==> src/sv/mtsf_pkg.sv <==
`timescale 1ns / 1ps
`default_nettype none
// ----------------------------------------------------------------------------
// mtsf_pkg
// Shared constants, types and helpers of the markup tag strip filter.
// ----------------------------------------------------------------------------
package mtsf_pkg;

  localparam int TOKEN_MAX   = 32;
  localparam int STORE_DEPTH = TOKEN_MAX;
  localparam int IDX_W       = $clog2(STORE_DEPTH);
  localparam int LEN_W       = 6;

  localparam logic [LEN_W-1:0] TOKEN_MAX_L = LEN_W'(TOKEN_MAX);
  localparam logic [LEN_W-1:0] BODY_START  = LEN_W'(2);

  localparam logic [7:0] CH_LT    = 8'h3C;
  localparam logic [7:0] CH_GT    = 8'h3E;
  localparam logic [7:0] CH_W     = 8'h57;
  localparam logic [7:0] CH_R     = 8'h52;
  localparam logic [7:0] CH_C     = 8'h43;
  localparam logic [7:0] CH_F     = 8'h46;
  localparam logic [7:0] CH_F_LO  = 8'h66;
  localparam logic [7:0] CH_A     = 8'h41;
  localparam logic [7:0] CH_N     = 8'h4E;
  localparam logic [7:0] CH_M     = 8'h4D;
  localparam logic [7:0] CH_L     = 8'h4C;
  localparam logic [7:0] CH_G     = 8'h47;
  localparam logic [7:0] CH_H     = 8'h48;
  localparam logic [7:0] CH_T     = 8'h54;
  localparam logic [7:0] CH_SP    = 8'h20;
  localparam logic [7:0] CH_LBR   = 8'h5B;
  localparam logic [7:0] CH_RBR   = 8'h5D;
  localparam logic [7:0] CH_NL    = 8'h0A;
  localparam logic [7:0] CH_TAB   = 8'h09;
  localparam logic [7:0] CH_CR    = 8'h0D;
  localparam logic [7:0] CH_PLUS  = 8'h2B;
  localparam logic [7:0] CH_MINUS = 8'h2D;
  localparam logic [7:0] CH_0     = 8'h30;
  localparam logic [7:0] CH_9     = 8'h39;

  typedef enum logic [3:0] {
    S_IDLE,
    S_DECODE,
    S_SINGLE,
    S_PAIR0,
    S_PAIR1,
    S_BODY_RD,
    S_BODY,
    S_TAIL0,
    S_TAIL1,
    S_CA_RD,
    S_CA
  } state_t;

  typedef struct packed {
    logic             en;
    logic [IDX_W-1:0] addr;
    logic [7:0]       data;
  } store_wr_t;

  typedef struct packed {
    logic             en;
    logic [IDX_W-1:0] addr;
  } store_rd_t;

  function automatic logic [7:0] mul10_add(input logic [7:0] acc, input logic [7:0] d);
    logic [7:0] digit;
    digit = {4'b0000, d[3:0]};
    return (acc << 3) + (acc << 1) + digit;
  endfunction

endpackage
`default_nettype wire

==> src/sv/mtsf_store.sv <==
`timescale 1ns / 1ps
`default_nettype none
// ----------------------------------------------------------------------------
// mtsf_store
// Tag character store: one write port, one registered read port.
// ----------------------------------------------------------------------------
module mtsf_store
  import mtsf_pkg::*;
(
  input  wire logic      clk,
  input  wire store_wr_t wr,
  input  wire store_rd_t rd,
  output logic [7:0]     rd_data
);

  logic [7:0] mem [STORE_DEPTH];

  always_ff @(posedge clk) begin
    if (wr.en) begin
      mem[wr.addr] <= wr.data;
    end
  end

  always_ff @(posedge clk) begin
    if (rd.en) begin
      rd_data <= mem[rd.addr];
    end
  end

endmodule
`default_nettype wire

==> src/sv/mtsf_seq.sv <==
`timescale 1ns / 1ps
`default_nettype none
// ----------------------------------------------------------------------------
// mtsf_seq
// Sequencer: passes plain bytes, collects tag bytes, decodes a closed tag and emits its
// result bytes one at a time; shares one multiply-by-ten accumulator.
// ----------------------------------------------------------------------------
module mtsf_seq
  import mtsf_pkg::*;
(
  input  wire logic       clk,
  input  wire logic       rst,
  input  wire logic       in_valid,
  output logic            in_stall,
  input  wire logic [7:0] in_byte,
  input  wire logic       end_of_text,
  output logic            emit_valid,
  input  wire logic       emit_ready,
  output logic [7:0]      emit_byte,
  output logic            emit_last,
  output store_wr_t       wr,
  output store_rd_t       rd,
  input  wire logic [7:0] rd_data
);

  state_t           state, state_next;
  logic             tag_open;
  logic [LEN_W-1:0] tag_length;
  logic [7:0]       a, b;
  logic             eot;
  logic [LEN_W-1:0] idx;
  logic [7:0]       ob, p0, p1;
  logic             p1_last, is_w;
  logic             neg, phase_digits;
  logic [7:0]       acc;

  logic       in_fire, emit_fire;
  logic       is_lt, is_gt, room;
  logic       tag_w, tag_rf, tag_rfl, tag_ca, tag_cg, tag_cln, tag_cm, long_enough;
  logic       d_blank, d_sign, d_digit, idx_end;
  logic [7:0] ca_value;

  assign in_fire   = in_valid && !in_stall;
  assign emit_fire = emit_valid && emit_ready;
  assign is_lt     = in_byte == CH_LT;
  assign is_gt     = in_byte == CH_GT;
  assign room      = tag_length < TOKEN_MAX_L;

  assign long_enough = tag_length >= BODY_START;
  assign tag_w   = (a == CH_W) && (b == CH_G || b == CH_H || b == CH_T);
  assign tag_rf  = (a == CH_R) && (b == CH_F);
  assign tag_rfl = (a == CH_R) && (b == CH_F_LO);
  assign tag_ca  = (a == CH_C) && (b == CH_A);
  assign tag_cg  = (a == CH_C) && (b == CH_G);
  assign tag_cln = (a == CH_C) && (b == CH_L || b == CH_N);
  assign tag_cm  = (a == CH_C) && (b == CH_M);

  assign d_blank  = (rd_data == CH_SP) || (rd_data inside {[CH_TAB:CH_CR]});
  assign d_sign   = (rd_data == CH_PLUS) || (rd_data == CH_MINUS);
  assign d_digit  = rd_data inside {[CH_0:CH_9]};
  assign idx_end  = idx >= tag_length;
  assign ca_value = neg ? 8'(8'd0 - acc) : acc;

  always_comb begin
    state_next = state;
    case (state)
      S_IDLE: begin
        if (in_fire) begin
          if (is_gt) begin
            state_next = S_DECODE;
          end else if (!is_lt && !tag_open) begin
            state_next = S_SINGLE;
          end
        end
      end
      S_DECODE: begin
        if (!long_enough) begin
          state_next = S_IDLE;
        end else if (tag_w || tag_rf || tag_rfl || tag_cm) begin
          state_next = S_PAIR0;
        end else if (tag_ca) begin
          state_next = S_CA_RD;
        end else if (tag_cg || tag_cln) begin
          state_next = S_SINGLE;
        end else begin
          state_next = S_IDLE;
        end
      end
      S_SINGLE: if (emit_fire) state_next = S_IDLE;
      S_PAIR0:  if (emit_fire) state_next = S_PAIR1;
      S_PAIR1:  if (emit_fire) state_next = is_w ? S_BODY_RD : S_IDLE;
      S_BODY_RD: state_next = idx_end ? S_TAIL0 : S_BODY;
      S_BODY:   if (emit_fire) state_next = S_BODY_RD;
      S_TAIL0:  if (emit_fire) state_next = S_TAIL1;
      S_TAIL1:  if (emit_fire) state_next = S_IDLE;
      S_CA_RD:  state_next = idx_end ? S_SINGLE : S_CA;
      S_CA: begin
        if ((!phase_digits && (d_blank || d_sign)) || d_digit) begin
          state_next = S_CA_RD;
        end else begin
          state_next = S_SINGLE;
        end
      end
      default: state_next = S_IDLE;
    endcase
  end

  always_comb begin
    in_stall   = state != S_IDLE;
    emit_valid = 1'b0;
    emit_byte  = ob;
    emit_last  = 1'b0;
    rd.en      = 1'b0;
    rd.addr    = idx[IDX_W-1:0];
    wr.en      = in_fire && !is_lt && !is_gt && tag_open && room;
    wr.addr    = tag_length[IDX_W-1:0];
    wr.data    = in_byte;
    case (state)
      S_SINGLE: begin
        emit_valid = 1'b1;
        emit_byte  = ob;
        emit_last  = 1'b1;
      end
      S_PAIR0: begin
        emit_valid = 1'b1;
        emit_byte  = p0;
      end
      S_PAIR1: begin
        emit_valid = 1'b1;
        emit_byte  = p1;
        emit_last  = p1_last;
      end
      S_BODY_RD: rd.en = !idx_end;
      S_BODY: begin
        emit_valid = 1'b1;
        emit_byte  = rd_data;
      end
      S_TAIL0: begin
        emit_valid = 1'b1;
        emit_byte  = CH_GT;
      end
      S_TAIL1: begin
        emit_valid = 1'b1;
        emit_byte  = CH_SP;
        emit_last  = 1'b1;
      end
      S_CA_RD: rd.en = !idx_end;
      default: begin
        emit_valid = 1'b0;
      end
    endcase
  end

  always_ff @(posedge clk) begin
    if (rst) begin
      state      <= S_IDLE;
      tag_open   <= 1'b0;
      tag_length <= '0;
      eot        <= 1'b0;
    end else begin
      state <= state_next;
      case (state)
        S_IDLE: begin
          if (in_fire) begin
            eot <= end_of_text;
            if (is_gt) begin
              tag_open <= 1'b0;
            end else if (end_of_text) begin
              tag_open   <= 1'b0;
              tag_length <= '0;
              ob         <= in_byte;
            end else if (is_lt) begin
              tag_open   <= 1'b1;
              tag_length <= '0;
            end else if (tag_open) begin
              if (room) begin
                tag_length <= tag_length + 1'b1;
                if (tag_length == '0) a <= in_byte;
                if (tag_length == LEN_W'(1)) b <= in_byte;
              end
            end else begin
              ob <= in_byte;
            end
          end
        end
        S_DECODE: begin
          idx          <= BODY_START;
          acc          <= '0;
          neg          <= 1'b0;
          phase_digits <= 1'b0;
          is_w         <= tag_w;
          p1_last      <= !tag_w;
          if (tag_w) begin
            p0 <= CH_SP;
            p1 <= CH_LT;
          end else if (tag_rf) begin
            p0 <= CH_SP;
            p1 <= CH_LBR;
          end else if (tag_rfl) begin
            p0 <= CH_RBR;
            p1 <= CH_SP;
          end else begin
            p0 <= CH_NL;
            p1 <= CH_NL;
          end
          ob <= tag_cg ? CH_GT : CH_NL;
        end
        S_BODY: if (emit_fire) idx <= idx + 1'b1;
        S_CA_RD: if (idx_end) ob <= ca_value;
        S_CA: begin
          if (!phase_digits && d_blank) begin
            idx <= idx + 1'b1;
          end else if (!phase_digits && d_sign) begin
            neg          <= rd_data == CH_MINUS;
            phase_digits <= 1'b1;
            idx          <= idx + 1'b1;
          end else if (d_digit) begin
            acc          <= mul10_add(acc, rd_data);
            phase_digits <= 1'b1;
            idx          <= idx + 1'b1;
          end else begin
            ob <= ca_value;
          end
        end
        default: begin
        end
      endcase
      if (state != S_IDLE && state_next == S_IDLE && eot) begin
        tag_open   <= 1'b0;
        tag_length <= '0;
      end
    end
  end

endmodule
`default_nettype wire

==> src/sv/markup_tag_strip_filter_core.sv <==
`timescale 1ns / 1ps
`default_nettype none
// Path: a plain byte passes the sequencer byte register and then the output register.
// Flow: the input stalls whenever the sequencer leaves idle, so tag bytes flow on, but
//   after a plain byte the input waits until it is emitted and after a '>' until its
//   result bytes are done: fixed bytes, tag body bytes each read from the single store
//   read port, and a CA value scanned from the tag bytes through that port; output stalls hold the sequencer longer.
// Reset: rst clears the sequencer, tag flag, tag length and output valid;
//   the tag store needs no clearing pass.
// ----------------------------------------------------------------------------
// markup_tag_strip_filter_core
// Top level: tag sequencer, tag store and output register.
// ----------------------------------------------------------------------------
module markup_tag_strip_filter_core
  import mtsf_pkg::*;
(
  input  wire logic       clk,
  input  wire logic       rst,
  input  wire logic       in_valid,
  output logic            in_stall,
  input  wire logic [7:0] in_byte,
  input  wire logic       end_of_text,
  output logic            out_valid,
  input  wire logic       out_stall,
  output logic [7:0]      out_byte,
  output logic            last_of_run
);

  logic       emit_valid, emit_ready, emit_last;
  logic [7:0] emit_byte, rd_data;
  store_wr_t  wr;
  store_rd_t  rd;

  assign emit_ready = !out_valid || !out_stall;

  mtsf_seq u_seq (
    .clk         (clk),
    .rst         (rst),
    .in_valid    (in_valid),
    .in_stall    (in_stall),
    .in_byte     (in_byte),
    .end_of_text (end_of_text),
    .emit_valid  (emit_valid),
    .emit_ready  (emit_ready),
    .emit_byte   (emit_byte),
    .emit_last   (emit_last),
    .wr          (wr),
    .rd          (rd),
    .rd_data     (rd_data)
  );

  mtsf_store u_store (
    .clk     (clk),
    .wr      (wr),
    .rd      (rd),
    .rd_data (rd_data)
  );

  always_ff @(posedge clk) begin
    if (rst) begin
      out_valid <= 1'b0;
    end else if (emit_valid && emit_ready) begin
      out_valid <= 1'b1;
    end else if (!out_stall) begin
      out_valid <= 1'b0;
    end
  end

  always_ff @(posedge clk) begin
    if (emit_valid && emit_ready) begin
      out_byte    <= emit_byte;
      last_of_run <= emit_last;
    end
  end

endmodule
`default_nettype wire
==> config.mk <==
export PLATFORM = sky130hd
export DESIGN_NAME = markup_tag_strip_filter_core
export DESIGN_NICKNAME = d
export VERILOG_FILES = /design/src/sv/mtsf_pkg.sv /design/src/sv/mtsf_store.sv /design/src/sv/mtsf_seq.sv /design/src/sv/markup_tag_strip_filter_core.sv
export SDC_FILE = /design/constraint.sdc
export NUM_CORES = 1
export LEC_CHECK = 0
export BUFFER_PORTS_ARGS = -buffer_cell sky130_fd_sc_hd__buf_2
export CAP_MARGIN = 20
export CORE_MARGIN = 10
export CORE_UTILIZATION = 46
export CTS_BUF_LIST = sky130_fd_sc_hd__clkbuf_4 sky130_fd_sc_hd__clkbuf_8
export CTS_CLUSTER_DIAMETER = 100
export DETAILED_ROUTE_END_ITERATION = 8
export SLEW_MARGIN = 40
export SYNTH_ARGS = -nofsm -noshare
export SYNTH_HDL_FRONTEND = slang
export SYNTH_SLANG_ARGS = --single-unit
==> constraint.sdc <==
create_clock -name clk -period 2.91 [get_ports clk]
set_input_delay 0.291 -clock clk [delete_from_list [all_inputs] [get_ports clk]]
set_output_delay 0.291 -clock clk [all_outputs]
set_load 0.05 [all_outputs]
==> results.cfg <==
[die]
row_count = 65
dieArea_mm2 = 0.0391
initial_core_util_pct = 46.3
dieWidth_um = 198
ios = 24
die_h_um = 198
core_area_mm2 = 0.0314

[clocking]
cts_buffer_depth = 3
cts.sinks = 337
hold_buffers = 0
cts_made_buffers = 55
cts_tree = done
cts_root_buf = clkbuf_8
clock_latency_ps = 590
path_clk_slew_ps = 70
h-tree-depth = 2
cts_resized = 0
cts_setup_buffers = 0

[timing]
rsz0062_at_grt = false
max_slew_margin_pct = 57.9
fin_crit_ps = 2610
finalClockSkew_ps = 14.0
fin_hold_ws_ps = 36.8
max_freq_mhz = 384
setup_viol = 0
period_share_pct = 89.5
fin_tns_setup_ps = 0
finalHoldViolCount = 0
worst_slew_pin_slew_ps = 622
slew_viol_final = 0

[hold_path]
worstHoldPathType = in2reg

[place]
port_buffers = 23
gp_congestion = 0.839
hpwl_um = 21000

[routing]
drc = 0
dr_wl_met2_um = 15600
highest_layer = met5
route.met3.wl_um = 1950
first_pass_iters = 6
drt_iter0_drc = 721
met1_length_um = 15100
dr_total_vias = 8093
postRouteAntennaNets = 0
wl_um = 33400
wl_per_cell_um = 23.6
vias_per_cell = 5.72

[run]
max_cap_violations = 0

[finish]
drive_above_1_share_pct = 27.5
n_fill_cell = 2550
antennaDiodeCount = 0
fin_nets = 1011
syn_to_final_growth_pct = 14.4
multiInputGateArea_mm2 = 0.00426
regArea_mm2 = 0.00999

[outcome]
outcome = finished clean

[critical_path]
worst_path_largest_cell_delay_ps = 480
critPathCaptureType = register
crit_fanout = 7
cp_data_arrival_time_ps = 3110
cp_num_buf_inv = 0
crit_required_ps = 3420
path_class = reg2reg
path_cells = ha_1, nand2b_1, a2111oi_0, o21ai_1, or3_1, a41o_1, a221oi_2
start_kind = register
critPathTopFamily = compound AO/OA/AOI/OAI gates
slowest_stage = dfxtp_1

[logic_synthesis]
synthAdderAreaFrac_pct = 2.17
synth_cells = 861
avgSynthCellArea_um2 = 16.9
async_flop_share_pct = 0
ys_seq_area_share_pct = 68.7
synth_xor_area_share_pct = 1.14
synth-simple-area-share_pct = 7.61
synth_cell_types = 73
syn_area_mm2 = 0.0145
synth_edf_count = 324
yosys_warnings = 0
synth_compound_area_share_pct = 5.07
syn-num-nets = 898
ys.flop_type = edfxtp_1
synth_mux_area_share_pct = 13.3
synth_top_family_by_area = multiplexers
synth-seq-cells = 337

[global_route]
grt_pass1_vias = 8179
grt_antenna_before_repair = 2
grt_max_degree = 60
grt_overflow = 0
grt_pass1_wl_um = 51200
grtUsageTotal_pct = 17.4

[pwr]
vdd_drop_max_mv = 0.370
power.leakage_nw = 5.53
powerDensity_mw_per_mm2 = 576
state kept, by name, indices dropped and copies added (netlist names), 8 cells and up:
name and count:
u_store.rd_data 8, u_seq.acc 8, u_seq.b 8, u_seq.a 8, u_store.mem 256, out_byte 8
u_seq.ob 8
synthesized netlist by cell type (4+ instances only):
cell / n / area, um2
and2_1: 11 / 68.8
nand2_1: 24 / 90.1
clkbuf_1: 17 / 63.8
nand2b_1: 13 / 81.3
nor2b_1: 9 / 56.3
a32oi_1: 4 / 35.0
nor3_1: 11 / 55.1
and3_1: 4 / 25.0
o22ai_1: 4 / 25.0
nor2_1: 84 / 315
xnor2_1: 10 / 87.6
buf_6: 5 / 56.3
xor2_1: 9 / 78.8
buf_1: 6 / 22.5
or3_1: 7 / 43.8
inv_1: 25 / 93.8
nand3_1: 21 / 105
nor4_1: 6 / 37.5
o211ai_1: 5 / 37.5
mux2_2: 9 / 101
nor4b_1: 4 / 35.0
mux4_2: 80 / 1800
buf_2: 10 / 50.1
dfxtp_1: 13 / 260
edfxtp_1: 324 / 9730
ha_1: 22 / 275
o21ai_0: 13 / 65.1
a21oi_1: 37 / 185
stage by stage:
stage	worst slack, ps	std cells	area [um2]	util (%)	total power [W]
finish	304	1414	16600	53.0	0.00958
floorplan	149	861	14500	-	0.00551
CTS	309	1414	16600	53.0	0.00970
global route	135	1414	16600	53.0	0.00993
global placement	357	1319	15600	49.6	0.00563
detailed placement	352	1319	15600	49.6	0.00563
cells in the final DEF (no fill, tap or decap), types with 10 or more instances in the layout:
cell type,n
nand2b_1,13
o21ai_0,13
nand3_1,21
ha_1,22
xnor2_1,10
nand2_1,24
and2_1,11
clkbuf_8,56
a21oi_1,37
buf_4,66
nor3_1,11
inv_1,25
mux4_2,80
buf_2,23
clkinv_1,14
clkbuf_4,13
edfxtp_1,324
nor2_1,83
dfxtp_1,13
routing by layer:
metal,up-vias,track usage (%)
li1,3681,-
met1,4109,24.7
met2,239,27.1
met3,62,2.95
met4,2,5.10
met5,-,0
final cells by class:
class	count	area share, %
well taps	402	3.02
multi-input cells	459	25.6
clock inverters	26	1.23
clock buffers	69	5.22
flip-flops and latches	337	60.0
repair buffers	94	4.27
inverters	27	0.617
worst paths after layout:
| check | startpoint | to | slack [ps] | depth (start not counted) |
|---|---|---|---|---|
| setup / recovery | u_seq.tag_length[0] | u_seq.tag_length[0] | 300 | 7 |
| hold / removal | end_of_text | u_seq.eot | 40 | 3 |
| hold reg to reg | u_seq.eot | u_seq.eot | 450 | 2 |
| setup reg to reg | u_seq.tag_length[0] | u_seq.tag_length[0] | 300 | 7 |
worst min-delay path, stage by stage:
cell and delay [ps]:
buf_2 150, nand2_1 70, a21oi_1 50
where the power goes:
| group | internal (W) | switching [W] | leakage (nW) |
|---|---|---|---|
| Sequential | 0.00532 | 0.00000483 | 3.03 |
| Clock | 0.00222 | 0.00183 | 0.567 |
| Combinational | 0.0000471 | 0.000157 | 1.94 |
| Total | 0.00759 | 0.00199 | 5.53 |
cells by family (layout without fill, tap and decap cells):
family | after synthesis | in the layout
simple gates | 217 | 217
compound gates | 107 | 107
fa+ha+maj | 24 | 24
buf+inv | 65 | 216
xor+xnor | 19 | 19
flops | 337 | 337
mux | 92 | 92
No activity file was read; power rests on OpenSTA's default activity.
